**config.mk**
```make
export PLATFORM = sky130hd
export DESIGN_NAME = srts_ram
export DESIGN_NICKNAME = d
export VERILOG_FILES = /design/src/srts_ram.sv
export SDC_FILE = /design/constraint.sdc
export NUM_CORES = 2
export LEC_CHECK = 0
export BUFFER_PORTS_ARGS = -buffer_cell sky130_fd_sc_hd__buf_2
export CORE_MARGIN = 2
export CORE_UTILIZATION = 45
export DETAILED_ROUTE_END_ITERATION = 10
export PLACE_DENSITY = 0.59
export SLEW_MARGIN = 20
export SYNTH_ARGS = -nofsm -noshare
export SYNTH_HDL_FRONTEND = slang
export SYNTH_SLANG_ARGS = --single-unit
```
**constraint.sdc**
```tcl
create_clock -name clock -period 6.8 [get_ports clock]
set_input_delay 0.34 -clock clock [delete_from_list [all_inputs] [get_ports clock]]
set_output_delay 0.34 -clock clock [all_outputs]
set_load 0.01 [all_outputs]
```
**src/srts_ram.sv**
```systemverilog
// Generic single-port-write, single-port-read RAM with registered read data.
// Holds the duplicate cache entries; has no dependencies.
module srts_ram #(
   parameter int WIDTH = 112,
   parameter int DEPTH = 32
) (
   input  logic                                   clock,
   input  logic                                   wr_en,
   input  logic [(DEPTH > 1 ? $clog2(DEPTH) : 1)-1:0] wr_addr,
   input  logic [WIDTH-1:0]                       wr_data,
   input  logic                                   rd_en,
   input  logic [(DEPTH > 1 ? $clog2(DEPTH) : 1)-1:0] rd_addr,
   output logic [WIDTH-1:0]                       rd_data
);
   logic [WIDTH-1:0] mem_ff [DEPTH];
   logic [WIDTH-1:0] rd_data_ff;

   always_ff @(posedge clock) begin
      if (wr_en) begin
         mem_ff[wr_addr] <= wr_data;
      end
      if (rd_en) begin
         rd_data_ff <= mem_ff[rd_addr];
      end
   end

   assign rd_data = rd_data_ff;
endmodule

```
* Word level (Yosys, flattened, before mapping)
Memory sizes are Yosys's and may differ from the RTL's. A register that Yosys moved wholly into a read port is not among the register bits. Cells that the tools add are included.
Operators by class: add/sub/neg operators 0, multipliers 0, divide/modulo/power cells 0, magnitude comparators 0, equality and inequality tests 0, shift operators 0, muxes and demuxes 2, bitwise logic cells 0, reduce and logical (&&, ||, !) cells 0
Operators by type and width (number):
- two-way mux 1 bit | 2
Storage, ports and cells: register bits 0, bits in latches 0, memory bits (writable) 3584, ROM bits 0, bits of input ports 125, word-level logic and storage cells 3, memories kept 1
Memory list:
- mem_ff | depth 32, bits a word 112, read ports 1, clocked after Yosys merged registers in 1, wr ports 1, RTL line 15 | logic [WIDTH-1:0] mem_ff [DEPTH];

* Logic depth before layout (Yosys ltp)
depth in word-level cells 2, mapped depth 9

* Worst setup path before layout
Ideal clock, no wire load.
path kind in2reg, from input wr_addr[1] in the netlist's numbering, to memory mem_ff[12][0], enable pin, library setup time 584 ps, arrival 5660 ps, data required time 6216 ps, path slack 556 ps, stages on the path 3, buffers on the path 1, cell sequence or3b_2 clkbuf_1 nor2_1
RTL lines:
- start: declaration | RTL line 9 | input logic [(DEPTH > 1 ? $clog2(DEPTH) : 1)-1:0] wr_addr,
- end: declaration | RTL line 15
Straight into the memory's write port.

==> impl_metrics.tcl <==
set metrics [dict create \
    drv_slew 0 \
    fin_crit_sh 0.392 \
    finClkSkew_ps 53.2 \
    pwr-share-seq 0.540 \
    hp-class "input pin to flop" \
    port_buffers 236 \
    drc 0 \
    power_leakage_nw 51.6 \
    synth_top_cells_by_count "3696 x edfxtp_1, 896 x mux2i_1, 594 x a22oi_1, 448 x mux4_2, 226 x nand3_1" \
    swShare 0.213 \
    critPathTopFamily "buffers and inverters" \
    drt_iter0_markers 7899 \
    rrSetupSlack_ps 5090 \
    synth_top_area_share 0.796 \
    die-area_um2 314000 \
    cts_made_buffers 372 \
    final_nets 7154 \
    ys.flop_type "edfxtp_1" \
    syn_nets 6649 \
    min_to "rd_data[7]$_DFFE_PP_" \
    tns_ps 0 \
    synth.most_common_cell "edfxtp_1" \
    setup_violations 0 \
    crit_buf_inv 3 \
    vias 69564 \
    relSlewSlack 0.174 \
    timing.fmax_mhz 375 \
    clockBufferDepth 4 \
    drive_above_1_share 0.189 \
    core_area_um2 309000 \
    routed_wl_um 372000 \
    place.gp.congestion 0.730 \
    dr.pass1.iters 8 \
    die_w_um 560 \
    clock_tree.root_cell "clkbuf_16" \
    clockPowerShare 0.414 \
    grt_max_degree 123 \
    grt_pass1_vias 69505 \
    fillerInstances 24041 \
    synth_edf_count 3696 \
    final.min_clock_period_ps 2670 \
    wire_per_inst_um 32.5 \
    yosysTopAreaCell "edfxtp_1" \
    power_frac_comb 0.047 \
    clk_pin_slew_worst_paths_ps 60 \
    hold_depth 4 \
    start_kind "input pin" \
    antenna_found_initial 35 \
    grt_usage 0.233 \
    total_power_w 0.0474 \
    end_kind "flop" \
    r2r-end "rd_data[74]$_DFFE_PP_" \
    seq_area_frac_synth 0.796 \
    p_sw_w 0.0101 \
    cpMaxStageDelayCell "nor2_4" \
    crit_chain "buf_4 -> buf_4 -> inv_1 -> nor2_4 -> nand3_1 -> nand4_1" \
    yosys.cell_types.count 30 \
    ir_worst_vdd_v 0.000212 \
    p_per_area_nw_per_um2 298 \
    hp-start "rd_addr[1]" \
    r2r-start "mem_ff[15][74]$_DFFE_PP_" \
    initial_utilization 0.452 \
    synthTopCellsByArea "edfxtp_1 80%, mux4_2 7.2%, mux2i_1 6.4%" \
    ys_ff_latch 3696 \
    postRouteAntennaNets 0 \
    place_hpwl_um 178000 \
    synthCells 6524 \
    finish.instance_area_um2 159000 \
    ff2ff_path_depth 4 \
    grt_pass1_wl_um 525000 \
    synth-warning-count 0 \
    synthesis.area_um2 139000 \
    boundaryPins 237 \
    die_y_um 560 \
    placed_cell_area_um2 146000 \
    cp.required_ps 7610 \
    cts.sinks 3696 \
    grt_overflow_total 0 \
    worst-setup-path-type "input pin to flop" \
    p_int_w 0.0373 \
    clock_latency_ps 940 \
    crit_arrival_ps 3480 \
    cpMostUsedCell "buf_4" \
    cts_tree "built" \
    async_flop_share 0 \
    cap_violations 0 \
    slowest_delay_ps 940 \
    status "complete, no violations" \
    area_delta_synth_final_pct 13.9 \
    rsz0062_at_grt "no" \
    htree_levels 5 \
    rows 204 \
    syn_avg_cell_area_um2 21.4 \
    hold_violations 0 \
    crit_fanout 50 \
    viasPerCell 6.08 \
    post_cts_buffers 0 \
    worst_pin_slew_ps 1230 \
]
## layer usage
| layer | up-vias | GRT usage | share of wire |
|---|---|---|---|
| met2 | 2743 | 0.380 | 0.49 |
| met1 | 37831 | 0.337 | 0.42 |
| met5 | - | 0 | 0.00030 |
| li1 | 28486 | - | - |
| met3 | 486 | 0.0370 | 0.071 |
| met4 | 18 | 0.0456 | 0.018 |
## cell usage in the layout (no fill, tap or decap), types with 8 or more instances in the layout
| cell | count |
|---|---|
| diode_2 | 10 |
| nand3_1 | 226 |
| bufinv_16 | 22 |
| a22oi_1 | 594 |
| clkinv_16 | 8 |
| clkinv_2 | 54 |
| a22o_1 | 62 |
| mux2i_1 | 896 |
| dlygate4sd3_1 | 113 |
| edfxtp_1 | 3696 |
| a21oi_1 | 11 |
| buf_4 | 111 |
| mux4_2 | 448 |
| nand2_1 | 14 |
| nor2_4 | 41 |
| buf_12 | 43 |
| clkbuf_1 | 100 |
| nand4_1 | 50 |
| clkinv_1 | 76 |
| a31oi_1 | 62 |
| clkbuf_16 | 379 |
| buf_2 | 231 |
## area by class of cell
type | instances | area (um^2) | area share
Timing Repair Buffer | 503 | 4060 | 0.0256
Multi-Input combinational cell | 2455 | 26900 | 0.169
Clock buffer | 479 | 9860 | 0.0621
Inverter | 1 | 3.75 | 0.0000237
Tap cell | 4120 | 5150 | 0.0325
Clock inverter | 180 | 1700 | 0.0107
Sequential cell | 3696 | 111000 | 0.699
Antenna cell | 10 | 25.0 | 0.000158
## worst min-delay path, delay by kind of cell
family                 cells  cell delay (ps)
buffers and inverters      1              250
muxes                      1              280
AOI/OAI and AO/OA          1               60
and+or+nand+nor            1               90
## cells by family (layout without fill, tap and decap cells)
group,Yosys count,count (layout),share of synthesized area
multiplexers,1344,1344,0.137
buffers and inverters,373,1163,0.0135
other,0,10,0
AND/OR/NAND/NOR,377,377,0.0139
AO/OA/AOI/OAI,734,734,0.0394
flip-flops,3696,3696,0.796
## stage by stage
| stage | worst slack, ps | cells | hold slack, ps | utilization |
|---|---|---|---|---|
| finish | 4130 | 11444 | 167 | 0.514 |
| detailed placement | 3140 | 10661 | 693 | 0.473 |
| global route | 3960 | 11437 | 150 | 0.514 |
| floorplan | 556 | 6524 | 439 | - |
| global placement | 3150 | 10660 | 683 | 0.473 |
| CTS | 4160 | 11433 | 96.3 | 0.514 |
## worst max path at each step
stage | start | endpoint | cells after the start
final | rd_addr[3] | rd_data[28]$_DFFE_PP_ | 6
after global routing | rd_addr[0] | rd_data[93]$_DFFE_PP_ | 6
after CTS | rd_addr[3] | rd_data[28]$_DFFE_PP_ | 6
after detailed placement | rd_addr[3] | rd_data[28]$_DFFE_PP_ | 6
after global placement | rd_addr[3] | rd_data[4]$_DFFE_PP_ | 6
after floorplan | wr_addr[1] | mem_ff[12][0]$_DFFE_PP_ | 3
## power groups by stage
| stage | sequential, W | combinational (W) | clock [W] |
|---|---|---|---|
| final | 0.0256 | 0.00221 | 0.0196 |
| after global routing | 0.0256 | 0.00236 | 0.0208 |
| after CTS | 0.0256 | 0.00223 | 0.0199 |
| after detailed placement | 0.0260 | 0.00216 | 0 |
| after global placement | 0.0260 | 0.00212 | 0 |
| after floorplan | 0.0260 | 0.00117 | 0 |
## timing repair
item / 4_1_cts / 5_1_grt
endpoints found under the setup margin: 0 / 0
endpoints found under the hold margin: 3594 / 0
hold buffers: 113 / 0
resized for setup: 0 / 0
## state kept, by name, indices dropped and copies added (netlist names)
signal / cells
rd_data: 112
mem_ff: 3584
Note: power is estimated with default switching activity, not from simulation.
